--- src/hw/rtl/sfu_pkg.sv ---
// ----------------------------------------------------------------------------
// sfu_pkg
// Shared types and codes for the stack frame unit (PUSHA/POPA/ENTER/LEAVE).
// ----------------------------------------------------------------------------
package sfu_pkg;

	localparam logic [1:0] CMD_PUSHA = 2'd0;
	localparam logic [1:0] CMD_POPA  = 2'd1;
	localparam logic [1:0] CMD_ENTER = 2'd2;
	localparam logic [1:0] CMD_LEAVE = 2'd3;

	localparam logic ACCESS_READ  = 1'b0;
	localparam logic ACCESS_WRITE = 1'b1;

	// operand selects: 0..7 follow the register file order ax cx dx bx sp bp si di
	localparam logic [3:0] SEL_AX  = 4'd0;
	localparam logic [3:0] SEL_CX  = 4'd1;
	localparam logic [3:0] SEL_DX  = 4'd2;
	localparam logic [3:0] SEL_BX  = 4'd3;
	localparam logic [3:0] SEL_SP  = 4'd4;
	localparam logic [3:0] SEL_BP  = 4'd5;
	localparam logic [3:0] SEL_SI  = 4'd6;
	localparam logic [3:0] SEL_DI  = 4'd7;
	localparam logic [3:0] SEL_SP0 = 4'd8;
	localparam logic [3:0] SEL_TMP = 4'd9;
	localparam logic [3:0] SEL_FP  = 4'd10;

	localparam int STORE_AW = 16;
	localparam int NEST_BITS = 5;

	typedef struct packed {
		logic [1:0]  cmd;
		logic [15:0] stack_seg;
		logic [15:0] reg_ax;
		logic [15:0] reg_cx;
		logic [15:0] reg_dx;
		logic [15:0] reg_bx;
		logic [15:0] reg_sp;
		logic [15:0] reg_bp;
		logic [15:0] reg_si;
		logic [15:0] reg_di;
		logic [15:0] frame_bytes;
		logic [7:0]  nest_level;
	} req_t;

	typedef struct packed {
		logic        access_kind;
		logic [19:0] access_addr;
		logic [15:0] access_data;
		logic        last;
		logic [15:0] new_ax;
		logic [15:0] new_cx;
		logic [15:0] new_dx;
		logic [15:0] new_bx;
		logic [15:0] new_sp;
		logic [15:0] new_bp;
		logic [15:0] new_si;
		logic [15:0] new_di;
	} rsp_t;

	typedef enum logic [3:0] {
		ST_CLEAR, ST_IDLE, ST_ADDR, ST_WLO, ST_WHI, ST_RLO, ST_RHI, ST_RCAP, ST_EMIT
	} state_t;

	typedef enum logic [3:0] {
		DP_NOP, DP_CLR, DP_LOAD, DP_ADDR, DP_WR_LO, DP_WR_HI,
		DP_RD_LO, DP_RD_HI, DP_RD_CAP, DP_EMIT
	} dp_op_t;

	typedef enum logic [2:0] {
		ACC_PUSH, ACC_POP, ACC_POP_SKIP, ACC_LEAVE, ACC_COPY
	} acc_t;

	typedef struct packed {
		dp_op_t     op;
		acc_t       acc;
		logic [3:0] sel;
		logic       latch_fp;
		logic       last;
	} dp_cmd_t;

	typedef struct packed {
		logic [1:0] cmd;
		logic [7:0] level;
		logic       clr_last;
		logic       out_free;
	} dp_stat_t;

endpackage

--- src/hw/rtl/sfu_ctrl.sv ---
// ----------------------------------------------------------------------------
// sfu_ctrl
// Sequencer: walks the stack accesses of each instruction and drives the
// datapath one micro step per cycle, except while it waits on a stalled result.
// ----------------------------------------------------------------------------
module sfu_ctrl (
	input  logic              clk,
	input  logic              arst_n,
	input  logic              req_valid,
	output logic              req_stall,
	input  sfu_pkg::dp_stat_t stat,
	output sfu_pkg::dp_cmd_t  dcmd
);

	sfu_pkg::state_t state_q, state_d;
	logic [5:0] step_q;
	logic [4:0] copies;
	logic [5:0] enter_last;
	sfu_pkg::acc_t acc;
	logic [3:0] sel;
	logic latch_fp;
	logic is_last;

	// access plan for the current step
	always_comb begin
		copies = (stat.level[sfu_pkg::NEST_BITS-1:0] == '0) ? 5'd0 :
			stat.level[sfu_pkg::NEST_BITS-1:0] - 5'd1;
		enter_last = (stat.level == 8'd0) ? 6'd0 : {copies, 1'b1};
		acc = sfu_pkg::ACC_PUSH;
		sel = sfu_pkg::SEL_AX;
		latch_fp = 1'b0;
		is_last = 1'b0;
		unique case (stat.cmd)
			sfu_pkg::CMD_PUSHA: begin
				acc = sfu_pkg::ACC_PUSH;
				case (step_q[2:0])
					3'd0: sel = sfu_pkg::SEL_AX;
					3'd1: sel = sfu_pkg::SEL_CX;
					3'd2: sel = sfu_pkg::SEL_DX;
					3'd3: sel = sfu_pkg::SEL_BX;
					3'd4: sel = sfu_pkg::SEL_SP0;
					3'd5: sel = sfu_pkg::SEL_BP;
					3'd6: sel = sfu_pkg::SEL_SI;
					default: sel = sfu_pkg::SEL_DI;
				endcase
				is_last = (step_q == 6'd7);
			end
			sfu_pkg::CMD_POPA: begin
				acc = (step_q == 6'd3) ? sfu_pkg::ACC_POP_SKIP : sfu_pkg::ACC_POP;
				case (step_q[2:0])
					3'd0: sel = sfu_pkg::SEL_DI;
					3'd1: sel = sfu_pkg::SEL_SI;
					3'd2: sel = sfu_pkg::SEL_BP;
					3'd3: sel = sfu_pkg::SEL_BX;
					3'd4: sel = sfu_pkg::SEL_DX;
					3'd5: sel = sfu_pkg::SEL_CX;
					default: sel = sfu_pkg::SEL_AX;
				endcase
				is_last = (step_q == 6'd6);
			end
			sfu_pkg::CMD_ENTER: begin
				if (step_q == 6'd0) begin
					acc = sfu_pkg::ACC_PUSH;
					sel = sfu_pkg::SEL_BP;
					latch_fp = 1'b1;
				end else if (step_q == enter_last) begin
					acc = sfu_pkg::ACC_PUSH;
					sel = sfu_pkg::SEL_FP;
				end else if (step_q[0]) begin
					acc = sfu_pkg::ACC_COPY;
					sel = sfu_pkg::SEL_TMP;
				end else begin
					acc = sfu_pkg::ACC_PUSH;
					sel = sfu_pkg::SEL_TMP;
				end
				is_last = (step_q == enter_last);
			end
			default: begin
				acc = sfu_pkg::ACC_LEAVE;
				sel = sfu_pkg::SEL_BP;
				is_last = 1'b1;
			end
		endcase
	end

	always_comb begin
		state_d = state_q;
		unique case (state_q)
			sfu_pkg::ST_CLEAR: if (stat.clr_last) state_d = sfu_pkg::ST_IDLE;
			sfu_pkg::ST_IDLE:  if (req_valid) state_d = sfu_pkg::ST_ADDR;
			sfu_pkg::ST_ADDR:  state_d = (acc == sfu_pkg::ACC_PUSH) ? sfu_pkg::ST_WLO :
				sfu_pkg::ST_RLO;
			sfu_pkg::ST_WLO:   state_d = sfu_pkg::ST_WHI;
			sfu_pkg::ST_WHI:   state_d = sfu_pkg::ST_EMIT;
			sfu_pkg::ST_RLO:   state_d = sfu_pkg::ST_RHI;
			sfu_pkg::ST_RHI:   state_d = sfu_pkg::ST_RCAP;
			sfu_pkg::ST_RCAP:  state_d = sfu_pkg::ST_EMIT;
			sfu_pkg::ST_EMIT: begin
				if (stat.out_free) state_d = is_last ? sfu_pkg::ST_IDLE : sfu_pkg::ST_ADDR;
			end
			default: state_d = sfu_pkg::ST_IDLE;
		endcase
	end

	always_comb begin
		dcmd.op = sfu_pkg::DP_NOP;
		dcmd.acc = acc;
		dcmd.sel = sel;
		dcmd.latch_fp = latch_fp;
		dcmd.last = is_last;
		req_stall = 1'b1;
		unique case (state_q)
			sfu_pkg::ST_CLEAR: dcmd.op = sfu_pkg::DP_CLR;
			sfu_pkg::ST_IDLE: begin
				req_stall = 1'b0;
				if (req_valid) dcmd.op = sfu_pkg::DP_LOAD;
			end
			sfu_pkg::ST_ADDR: dcmd.op = sfu_pkg::DP_ADDR;
			sfu_pkg::ST_WLO:  dcmd.op = sfu_pkg::DP_WR_LO;
			sfu_pkg::ST_WHI:  dcmd.op = sfu_pkg::DP_WR_HI;
			sfu_pkg::ST_RLO:  dcmd.op = sfu_pkg::DP_RD_LO;
			sfu_pkg::ST_RHI:  dcmd.op = sfu_pkg::DP_RD_HI;
			sfu_pkg::ST_RCAP: dcmd.op = sfu_pkg::DP_RD_CAP;
			sfu_pkg::ST_EMIT: if (stat.out_free) dcmd.op = sfu_pkg::DP_EMIT;
			default: dcmd.op = sfu_pkg::DP_NOP;
		endcase
	end

	always_ff @(posedge clk or negedge arst_n) begin
		if (!arst_n) begin
			state_q <= sfu_pkg::ST_CLEAR;
			step_q <= '0;
		end else begin
			state_q <= state_d;
			if (state_q == sfu_pkg::ST_IDLE) step_q <= '0;
			else if (state_q == sfu_pkg::ST_EMIT && stat.out_free) step_q <= step_q + 6'd1;
		end
	end

endmodule

--- config.mk ---
export PLATFORM = sky130hd
export DESIGN_NAME = sfu_ctrl
export DESIGN_NICKNAME = d
export VERILOG_FILES = /design/src/hw/rtl/sfu_pkg.sv /design/src/hw/rtl/sfu_ctrl.sv
export SDC_FILE = /design/constraint.sdc
export NUM_CORES = 1
export LEC_CHECK = 0
export BUFFER_PORTS_ARGS = -buffer_cell sky130_fd_sc_hd__clkbuf_2
export CORE_MARGIN = 5
export CORE_UTILIZATION = 45
export DETAILED_ROUTE_END_ITERATION = 8
export HOLD_SLACK_MARGIN = 0.05
export PLACE_DENSITY_LB_ADDON = 0.1
export SLEW_MARGIN = 20
export SYNTH_ARGS = -nofsm -noshare
export SYNTH_HDL_FRONTEND = slang
export SYNTH_SLANG_ARGS = --single-unit
--- constraint.sdc ---
create_clock -name clk -period 2.9 [get_ports clk]
set_clock_uncertainty 0.2 [all_clocks]
set_input_delay 0.58 -clock clk [delete_from_list [all_inputs] [get_ports clk]]
set_output_delay 0.58 -clock clk [all_outputs]
set_load 0.1 [all_outputs]
==> results of run 1 <==
cells in the mapped netlist, types with 4 or more instances:
cell type / count / area [um2]
nor2_1: 23 / 86.3
xor2_1: 7 / 61.3
nor2b_1: 4 / 25.0
clkbuf_1: 9 / 33.8
inv_1: 9 / 33.8
o21ai_0: 9 / 45.0
a21oi_1: 8 / 40.0
nand3_1: 4 / 20.0
nor3_1: 7 / 35.0
nand2_1: 12 / 45.0
dfrtp_1: 10 / 250
nand2b_1: 8 / 50.1
mux2i_1: 4 / 40.0
ha_1: 5 / 62.6
cell families after synthesis:
family | synth area share [%]
AO/OA/AOI/OAI | 21.6
XOR/XNOR | 7.30
adder cells (fa/ha/maj) | 5.21
buffers and inverters | 8.13
flip-flops | 20.9
multiplexers | 3.34
AND/OR/NAND/NOR | 33.6
state kept, by name, summed over array words and instances, names as in the netlist:
register / count
step_q: 6
state_q: 4
what timing repair did:
action                                  in CTS  in global routing
gates resized for setup                     10                  4
buffers inserted                             1                  1
pin swaps                                    6                  0
hold buffers                                 1                  0
endpoints found under the setup margin       4                  4
endpoints found under the hold margin       10                  0
metrics by stage:
step	TNS (ns)	total power (uW)	hold slack, ns	utilization, %	instances
after floorplan	-0.798	919	0.0844	-	164
after global placement	-1.22	1080	0.252	61.9	221
after detailed placement	-1.43	1090	0.258	61.9	221
after CTS	-0.875	1240	0.474	66.2	227
after global routing	-1.22	1320	0.512	67.6	228
final	-0.845	1240	0.471	67.6	228
per-layer routing:
metal  vias to the layer above  global-route usage, %  share of wire, %
met5                         -                      0                 0
met4                         0                   5.45              0.59
met3                         2                   3.98               3.8
met2                        28                   32.6                49
met1                       606                   25.0                47
li1                        641                      -                 -
tightest hold or removal path: stages:
cell,delay (ns)
clkbuf_2,0.11
nor2_1,0.09
o21ai_0,0.07
nand2_1,0.06
area by class of cell:
cell class / instances / area, um2
repair buffers: 44 / 382
well taps: 30 / 37.5
multi-input cells: 131 / 945
inverters: 9 / 53.8
clock buffers: 4 / 36.3
fillers: 225 / 818
flip-flops and latches: 10 / 250
power groups by stage:
stage	Combinational [uW]	Clock (uW)	Sequential, uW
6_report	879	130	233
2_1_floorplan	740	0	179
3_3_place_gp	851	0	232
4_1_cts	875	130	231
5_1_grt	942	135	241
3_5_place_dp	862	0	233
how the worst max path moves through the flow:
stage            start       to  slack, ns  cells after the start
2_1_floorplan  stat[3]  dcmd[3]      -0.37                      8
3_3_place_gp   stat[3]  dcmd[0]      -0.35                     10
3_5_place_dp   stat[3]  dcmd[0]      -0.40                     10
4_1_cts        stat[3]  dcmd[0]      -0.25                     10
5_1_grt        stat[3]  dcmd[0]      -0.34                     10
6_report       stat[3]  dcmd[0]      -0.24                     10
==> impl_results.rst, run 1 <==
.. list-table::
   :header-rows: 1

   * - Metric
     - Value
   * - Depth of the CTS H-tree
     - 1
   * - CTS tree
     - done
   * - Number of pins exceeding their max-slew limit in the final report
     - 0
   * - Data arrival time of the critical path
     - about 2.4 ns
   * - Sequential-to-total area share from yosys stat
     - 20.9%
   * - Power per unit of standard cell area
     - 728 nW/um2
   * - Slowest library cell on the worst path
     - or4b_4
   * - Synthesis Warnings
     - 0
   * - Routed vias
     - 1277
   * - Worst slack, placed
     - -0.400 ns
   * - Post-DRT Antenna Nets
     - 0
   * - Relative slew slack
     - 64.5%
   * - Reg clk slew, reported paths
     - 0.07 ns
   * - Worst-margin pin slew
     - ~0.52 ns
   * - Worst Path Max Fanout
     - 4
   * - Gate count of the mapped netlist
     - between 150 and 200
   * - WS Path Type
     - in2out
   * - Maxcap violations
     - 0
   * - CP endpoint kind
     - primary output
   * - Buffers and inverters on the worst path
     - 3
   * - Share of flip-flops with an asynchronous set or reset after synthesis
     - 100%
   * - #FFs+latches synth
     - 10
   * - Violations in the final reports
     - setup timing
   * - Count of TritonRoute iterations in the first routing pass
     - 4
   * - Row Count
     - 18
   * - Run status
     - finished, violations left
   * - Power dissipated by switching net loads
     - 750 uW
   * - Number of enable-type register cells in the synthesized netlist
     - 0
   * - Antenna violations before repair
     - 0
   * - Cells traversed along the worst timing path
     - clkbuf_16 -> inv_12 -> ha_4 -> or4b_4 -> nor4_4 -> nor4_2 -> a211o_4 -> a21oi_4 -> nor2_4 -> buf_12
   * - Effective utilization at floorplan
     - a little under half
   * - Hold crit path type
     - in2reg
   * - Net switching fraction of the power
     - 60.5%
   * - Clock network fraction of design power
     - about a tenth
   * - Part of the power in combinational logic
     - 70.8%
   * - Number of nets produced by synthesis
     - 184
   * - Delay of the slowest cell on the worst path
     - 0.48 ns
   * - TritonCTS buffer count
     - 3
   * - Leakage dissipation
     - 0.000760 uW
   * - Total of buffers placed on input and output ports
     - 28
   * - Crit-path leading delay family
     - simple AND/OR/NAND/NOR gates
   * - Global-route wire length before repair
     - 5720 um
   * - Count of unresolved DRC violations after routing
     - 0
   * - Placed Instance Area
     - 1560 um2
   * - Number of cell instances on the worst register-to-register path
     - 9
   * - Cell internal power dissipation
     - 491 uW
   * - Worst IR drop on VDD
     - roughly 1200 uV
   * - Portion of total power attributed to sequential cells
     - 18.7%
   * - Min Clock Period, post-route
     - 3.14 ns
   * - Minimum setup slack in the final design
     - -0.242 ns
   * - Net count reported at finish
     - 219
   * - Area of the die
     - roughly 3800 um2
   * - Area of the mapped netlist
     - 1200 um2
   * - Largest net degree at the start of global routing
     - 16
   * - Highest clock frequency the design can meet
     - 318 MHz
   * - Syn Area/Cell
     - 7.32 um2
   * - Antenna diodes
     - 0
   * - Critical register-to-register path startpoint
     - step_q[3]$_DFFE_PN0P_
   * - Boundary pin count
     - 29
   * - Layout cells sized above 1
     - between 30% and 40%
   * - Height of the chip
     - 61.6 um
   * - Area of the core region
     - 2520 um2
   * - Endpoint required time on the critical path
     - 2.12 ns
   * - Weighted congestion at the end of routability-driven global placement
     - 0.814
   * - Total Routing Usage GR
     - 19.4%
   * - Via count of the first global-routing pass
     - approximately 1300
   * - Worst min-delay path startpoint
     - stat[0]
   * - WL per Instance
     - approximately 14 um
   * - Reg-to-reg setup timing slack
     - 0.48 ns
   * - Count of routing violations after the opening detailed-route iteration
     - 24
   * - Sink count of the clock tree
     - 10
   * - Worst-skew pair later-pin latency
     - between 0.2 and 0.3 ns
   * - Final Setup Violations
     - 4
   * - Worst hold path endpoint
     - state_q[3]$_DFFE_PN0P_
   * - Area added between synthesis and finish
     - 42.0%
   * - Hold Path Cell Cnt
     - 4
   * - Vias per inst
     - 5.60
   * - Kind of launch point of the worst setup path
     - input pin
   * - Final period util
     - 108%
   * - Number of different library cells in the post-synthesis netlist
     - 45
   * - Max Root-Sink Buffers
     - 2
   * - Clk root buf
     - clkbuf_4
   * - Prevailing post-synth register cell
     - dfrtp_1
   * - HPWL reported at the end of detailed placement
     - ~2500 um
   * - Unrepaired setup endpoints after global routing
     - true
   * - Final hold violation count
     - 0
   * - Remaining global-route overflow
     - 0
   * - Commonest cells after routing, fill and taps aside
     - nor2_1, clkbuf_2, buf_4
   * - Final design instance area without fill
     - about 1700 um2
   * - Die extent in x
     - 61.6 um
   * - Endpoint of the lowest-slack register-to-register path
     - state_q[0]$_DFFE_PN0P_
   * - Total Routed Length
     - between 3000 and 4000 um
No activity file was read; power rests on OpenSTA's default activity.
==> run 2, diff against run 1 <==
--- a/config.mk
+++ b/config.mk
@@ -5,10 +5,10 @@
 export SDC_FILE = /design/constraint.sdc
 export NUM_CORES = 1
 export LEC_CHECK = 0
-export BUFFER_PORTS_ARGS = -buffer_cell sky130_fd_sc_hd__clkbuf_2
 export CORE_MARGIN = 5
 export CORE_UTILIZATION = 45
 export DETAILED_ROUTE_END_ITERATION = 8
+export DONT_BUFFER_PORTS = 1
 export HOLD_SLACK_MARGIN = 0.05
 export PLACE_DENSITY_LB_ADDON = 0.1
 export SLEW_MARGIN = 20
==> constraint.sdc (replaced) <==
create_clock -name clk -period 2.9 [get_ports clk]
set_clock_uncertainty 0.2 [all_clocks]
set_input_delay 0.145 -clock clk [delete_from_list [all_inputs] [get_ports clk]]
set_output_delay 0.145 -clock clk [all_outputs]
set_load 0.1 [all_outputs]
==> impl_results.rst, run 2 (synthesized netlist as in run 1, its figures left out) <==
.. list-table::
   :header-rows: 1

   * - Metric
     - Value
   * - Via count of the first global-routing pass
     - 1114
   * - Largest register FFs
     - 6
   * - Boundary pin count
     - 29
   * - Commonest cells after routing, fill and taps aside
     - nor2_1, buf_4, nand2_1
   * - Worst IR drop on VDD
     - roughly 1200 uV
   * - Post-layout utilization of the core
     - between 50 and 60%
   * - Area of the core region
     - 2520 um2
   * - Multi-input gate area in the final layout
     - 878 um2
   * - Register area
     - 250 um2
   * - Antenna violations before repair
     - 0
   * - Final non-filler cell total
     - 201
   * - Leakage dissipation
     - 0.000589 uW
   * - Row Count
     - 18
   * - Post-DRT Antenna Nets
     - 0
   * - Layer carrying the most global-route usage
     - met2
   * - Sink count of the clock tree
     - 10
   * - Depth of the CTS H-tree
     - 1
   * - TritonCTS buffer count
     - 3
   * - Min Clock Period, post-route
     - 2.57 ns
   * - Power per unit of standard cell area
     - 863 nW/um2
   * - Fillers
     - 267
   * - CTS tree
     - done
   * - Largest net degree at the start of global routing
     - 15
   * - Final design instance area without fill
     - 1370 um2
   * - WS Path Type
     - reg2out
   * - Final hold violation count
     - 0
   * - Antenna diodes
     - 0
   * - Total Routing Usage GR
     - 17.0%
   * - Remaining global-route overflow
     - 0
   * - Final Setup Violations
     - 0
   * - Max Root-Sink Buffers
     - 2
   * - Effective utilization at floorplan
     - 47.6%
   * - Layout cells sized above 1
     - 21.1%
   * - Die extent in x
     - 61.6 um
   * - Routed vias
     - approximately 1200
   * - WL per Instance
     - 14.6 um
   * - Weighted congestion at the end of routability-driven global placement
     - 0.804
   * - HPWL reported at the end of detailed placement
     - between 2000 and 2500 um
   * - Total Routed Length
     - 2940 um
   * - Worst-skew pair later-pin latency
     - 0.27 ns
   * - Height of the chip
     - 61.6 um
   * - Largest register by flop count
     - step_q
   * - Data arrival time of the critical path
     - 2.23 ns
   * - Reg clk slew, reported paths
     - ~0.07 ns
   * - Minimum setup slack in the final design
     - 0.325 ns
   * - Hold crit path type
     - in2async
   * - Final period util
     - 88.8%
   * - Global-route wire length before repair
     - ~5000 um
   * - Number of pins exceeding their max-slew limit in the final report
     - 0
   * - Count of TritonRoute iterations in the first routing pass
     - 4
   * - Number of post-CTS setup repair buffers
     - 0
   * - Met3 Resource Use GR
     - under 10%
   * - Relative slew slack
     - 27.9%
   * - Run status
     - complete, no violations
   * - Count of routing violations after the opening detailed-route iteration
     - around 70
   * - Leading cell type in the layout, fill and taps excluded
     - nor2_1
   * - Placed Cells
     - 194
   * - Worst-margin pin slew
     - around 1.1 ns
   * - M2 GR Usage
     - 29.1%
   * - Total of buffers placed on input and output ports
     - 0
   * - Clk root buf
     - clkbuf_4
   * - Unrepaired setup endpoints after global routing
     - false
   * - Placed Instance Area
     - 1310 um2
   * - CP endpoint kind
     - primary output
   * - Vias per inst
     - 5.79
   * - Met1 usage in global routing
     - 22.3%
   * - Area of the die
     - roughly 3800 um2
   * - Highest clock frequency the design can meet
     - 388 MHz
   * - Worst slack, placed
     - 0.502 ns
   * - Net count reported at finish
     - 192
   * - Count of unresolved DRC violations after routing
     - 0
   * - Area added between synthesis and finish
     - 14.3%
   * - Endpoint required time on the critical path
     - around 2.6 ns
   * - Maxcap violations
     - 0
   * - Kind of launch point of the worst setup path
     - register
   * - Worst Path Max Fanout
     - 10
   * - Regs by FF count
     - step_q: 6 flops, state_q: 4 flops
-- run 2: cell types whose count changed in the layout (fill, tap and decap cells not counted), moves of 2 or more --
| cell | previous run | this run |
|---|---|---|
| buf_12 | 6 | 0 |
| inv_1 | 7 | 9 |
| nor2_2 | 2 | 5 |
| clkbuf_2 | 20 | 0 |
| dlygate4sd3_1 | 1 | 3 |
| nor2_1 | 20 | 18 |
-- run 2: where the power goes --
| group | total, uW | internal (uW) | switching, uW |
|---|---|---|---|
| registers | 240 | 165 | 75.4 |
| logic | 818 | 222 | 596 |
| clock network | 126 | 76.3 | 49.4 |
-- run 2: routing by layer --
layer,vias to the layer above,wire length (um)
met5,-,0
met4,0,0
met3,0,169
met2,25,1420
met1,546,1340
li1,592,-
-- run 2: final timing paths --
kind	from	to	slack [ns]	cells past startpoint
max	step_q[1]$_DFFE_PN0P_	dcmd[2]	0.33	7
min	arst_n	state_q[0]$_DFFE_PN0P_	0.05	1
max reg2reg	state_q[3]$_DFFE_PN0P_	step_q[5]$_DFFE_PN0P_	0.76	6
min reg2reg	step_q[5]$_DFFE_PN0P_	step_q[5]$_DFFE_PN0P_	0.45	2
max in group asynchronous	arst_n	state_q[2]$_DFFE_PN0P_	2.15	1
min in group clk	stat[10]	state_q[1]$_DFFE_PN0P_	0.05	4
-- run 2: what timing repair did --
item,CTS,global route
gates resized for setup,0,0
hold buffers,3,0
hold endpoints to repair,15,0
-- run 2: final cells by class --
| cell class | count | share of cell area, % |
|---|---|---|
| inverter | 9 | 2.46 |
| timing repair buffer | 17 | 9.85 |
| multi-input combinational | 131 | 64.1 |
| sequential | 10 | 18.2 |
| tap | 30 | 2.74 |
| clock buffer | 4 | 2.65 |
-- run 2: critical path, stage by stage, from the launching register on --
cell and delay [ns]:
dfrtp_1 0.50, inv_1 0.19, ha_1 0.35, nor3_1 0.07
or2_2 0.28, a21oi_1 0.14, o22a_1 0.15, buf_4 0.28
-- run 2: per-stage QoR --
step / TNS, ns / hold slack, ns / total power, uW
5_1_grt: 0 / 0.0864 / 1260
3_3_place_gp: 0 / -0.350 / 1050
4_1_cts: 0 / 0.0568 / 1190
6_report: 0 / 0.0498 / 1180
3_5_place_dp: 0 / -0.350 / 1060
2_1_floorplan: -0.179 / -0.351 / 903
==> run 3, diff against run 2 <==
--- a/config.mk
+++ b/config.mk
@@ -10,8 +10,8 @@
 export DETAILED_ROUTE_END_ITERATION = 8
 export DONT_BUFFER_PORTS = 1
 export HOLD_SLACK_MARGIN = 0.05
-export PLACE_DENSITY_LB_ADDON = 0.1
-export SLEW_MARGIN = 20
+export PLACE_DENSITY = 0.57
+export SLEW_MARGIN = 10
 export SYNTH_ARGS = -nofsm -noshare
 export SYNTH_HDL_FRONTEND = slang
 export SYNTH_SLANG_ARGS = --single-unit
==> constraint.sdc (replaced) <==
create_clock -name clk -period 3.11 [get_ports clk]
set_clock_uncertainty 0.2 [all_clocks]
set_input_delay 0.1555 -clock clk [delete_from_list [all_inputs] [get_ports clk]]
set_output_delay 0.1555 -clock clk [all_outputs]
set_load 0.1 [all_outputs]
==> impl_results.rst, run 3 (synthesized netlist as in run 1, its figures left out) <==
.. list-table::
   :header-rows: 1

   * - Metric
     - Value
   * - Net count reported at finish
     - 191
   * - Number of pins exceeding their max-slew limit in the final report
     - 0
   * - Antenna diodes
     - 0
   * - Leakage dissipation
     - 0.000585 uW
   * - Total Routed Length
     - ~2800 um
   * - Number of cell instances on the worst register-to-register path
     - 6
   * - Endpoint required time on the critical path
     - 2.75 ns
   * - Setup TNS
     - 0 ns
   * - Hold crit path type
     - in2async
   * - Vias per inst
     - between 5 and 6
   * - Final period util
     - 82.9%
   * - Worst-skew pair later-pin latency
     - 0.26 ns
   * - Hold_buf cts
     - 3
   * - CP endpoint kind
     - primary output
   * - Clk root buf
     - clkbuf_4
   * - Final Setup Violations
     - 0
   * - WL per Instance
     - 14.2 um
   * - Area added between synthesis and finish
     - 13.7%
   * - Routed vias
     - 1170
   * - Count of unresolved DRC violations after routing
     - 0
   * - Remaining global-route overflow
     - 0
   * - Slowest library cell on the worst path
     - dfrtp_1
   * - Effective utilization at floorplan
     - 47.6%
   * - Total Routing Usage GR
     - between 10% and 20%
   * - Run status
     - complete, no violations
   * - Maxcap violations
     - 0
   * - Highest clock frequency the design can meet
     - slightly below 400 MHz
   * - Total of buffers placed on input and output ports
     - 0
   * - WS Path Type
     - reg2out
   * - Row Count
     - 18
   * - Count of TritonRoute iterations in the first routing pass
     - 4
   * - Buffers and inverters on the worst path
     - 2
   * - Via count of the first global-routing pass
     - 1116
   * - Height of the chip
     - between 60 and 70 um
   * - Worst-margin pin slew
     - 1.08 ns
   * - Commonest cells after routing, fill and taps aside
     - nor2_1, buf_4, nand2_1
   * - Kind of launch point of the worst setup path
     - register
   * - Unrepaired setup endpoints after global routing
     - false
   * - Area of the die
     - roughly 3800 um2
   * - Area of the core region
     - 2520 um2
   * - Min Clock Period, post-route
     - 2.58 ns
   * - Power per unit of standard cell area
     - 790 nW/um2
   * - Minimum setup slack in the final design
     - around 0.53 ns
   * - Placed Instance Area
     - approximately 1300 um2
   * - Reg-to-reg setup timing slack
     - between 0.9 and 1 ns
   * - Post-DRT Antenna Nets
     - 0
   * - Die extent in x
     - about 62 um
   * - Cells traversed along the worst timing path
     - inv_1 -> ha_1 -> nor3_1 -> or2_2 -> a21oi_1 -> o22a_1 -> buf_4
   * - Count of routing violations after the opening detailed-route iteration
     - 117
   * - Depth of the CTS H-tree
     - 1
   * - HPWL reported at the end of detailed placement
     - between 2000 and 2500 um
   * - Antenna violations before repair
     - 0
   * - Worst Path Max Fanout
     - 10
   * - Weighted congestion at the end of routability-driven global placement
     - 0.870
   * - Worst IR drop on VDD
     - 1050 uV
   * - Worst slack, placed
     - ~0.71 ns
   * - Sink count of the clock tree
     - 10
   * - Boundary pin count
     - 29
   * - Largest register FFs
     - 6
   * - Crit-path leading delay family
     - flip-flops
   * - Regs by FF count
     - step_q: 6 flops, state_q: 4 flops
   * - Total design power
     - 1080 uW
   * - Final hold violation count
     - 0
   * - Largest net degree at the start of global routing
     - 15
   * - Delay of the slowest cell on the worst path
     - 0.49 ns
   * - Leading cell type in the layout, fill and taps excluded
     - nor2_1
   * - Data arrival time of the critical path
     - approximately 2.2 ns
   * - Layout cells sized above 1
     - approximately a fifth
   * - Largest register by flop count
     - step_q
   * - Critical Path Stages
     - 7
   * - Final design instance area without fill
     - 1360 um2
   * - Max Root-Sink Buffers
     - 2
   * - Number of post-CTS setup repair buffers
     - 0
   * - CTS tree
     - done
   * - Global-route wire length before repair
     - about 4700 um
   * - Cts repair resizes
     - 0
   * - TritonCTS buffer count
     - 3
   * - Relative slew slack
     - ~28%
   * - Reg clk slew, reported paths
     - 0.06 ns
[run 3: final cells by class]
cell class,instances,area [um2]
clock buffers,4,36.3
well taps,30,37.5
inverters,9,33.8
repair buffers,16,128
multi-input cells,131,878
flip-flops and latches,10,250
fillers,266,1160
[run 3: worst paths after layout]
kind / endpoint / start
setup / recovery: dcmd[2] / step_q[1]$_DFFE_PN0P_
hold / removal: state_q[2]$_DFFE_PN0P_ / arst_n
setup reg to reg: step_q[5]$_DFFE_PN0P_ / state_q[3]$_DFFE_PN0P_
hold reg to reg: step_q[5]$_DFFE_PN0P_ / step_q[5]$_DFFE_PN0P_
max in group asynchronous: step_q[5]$_DFFE_PN0P_ / arst_n
min in group clk: state_q[0]$_DFFE_PN0P_ / stat[11]
[run 3: routing by layer]
metal	up-vias	track usage, %	wire length, um
met5	-	0	0
met2	28	26.5	1350
met4	0	6.06	46
met3	6	3.35	142
met1	542	20.9	1290
li1	594	-	-
[run 3: per-stage QoR]
| stage | instances | hold slack [ns] | utilization (%) |
|---|---|---|---|
| 3_3_place_gp | 193 | -0.340 | 51.4 |
| 6_report | 200 | 0.0577 | 54.1 |
| 3_5_place_dp | 193 | -0.340 | 51.4 |
| 5_1_grt | 200 | 0.0606 | 54.1 |
| 4_1_cts | 200 | 0.0550 | 54.1 |
| 2_1_floorplan | 164 | -0.340 | - |
[run 3: where the power goes]
| part | switching (uW) | internal (uW) |
|---|---|---|
| registers | 69.5 | 154 |
| clock network | 39.9 | 70.9 |
| logic | 550 | 194 |
| total | 659 | 419 |
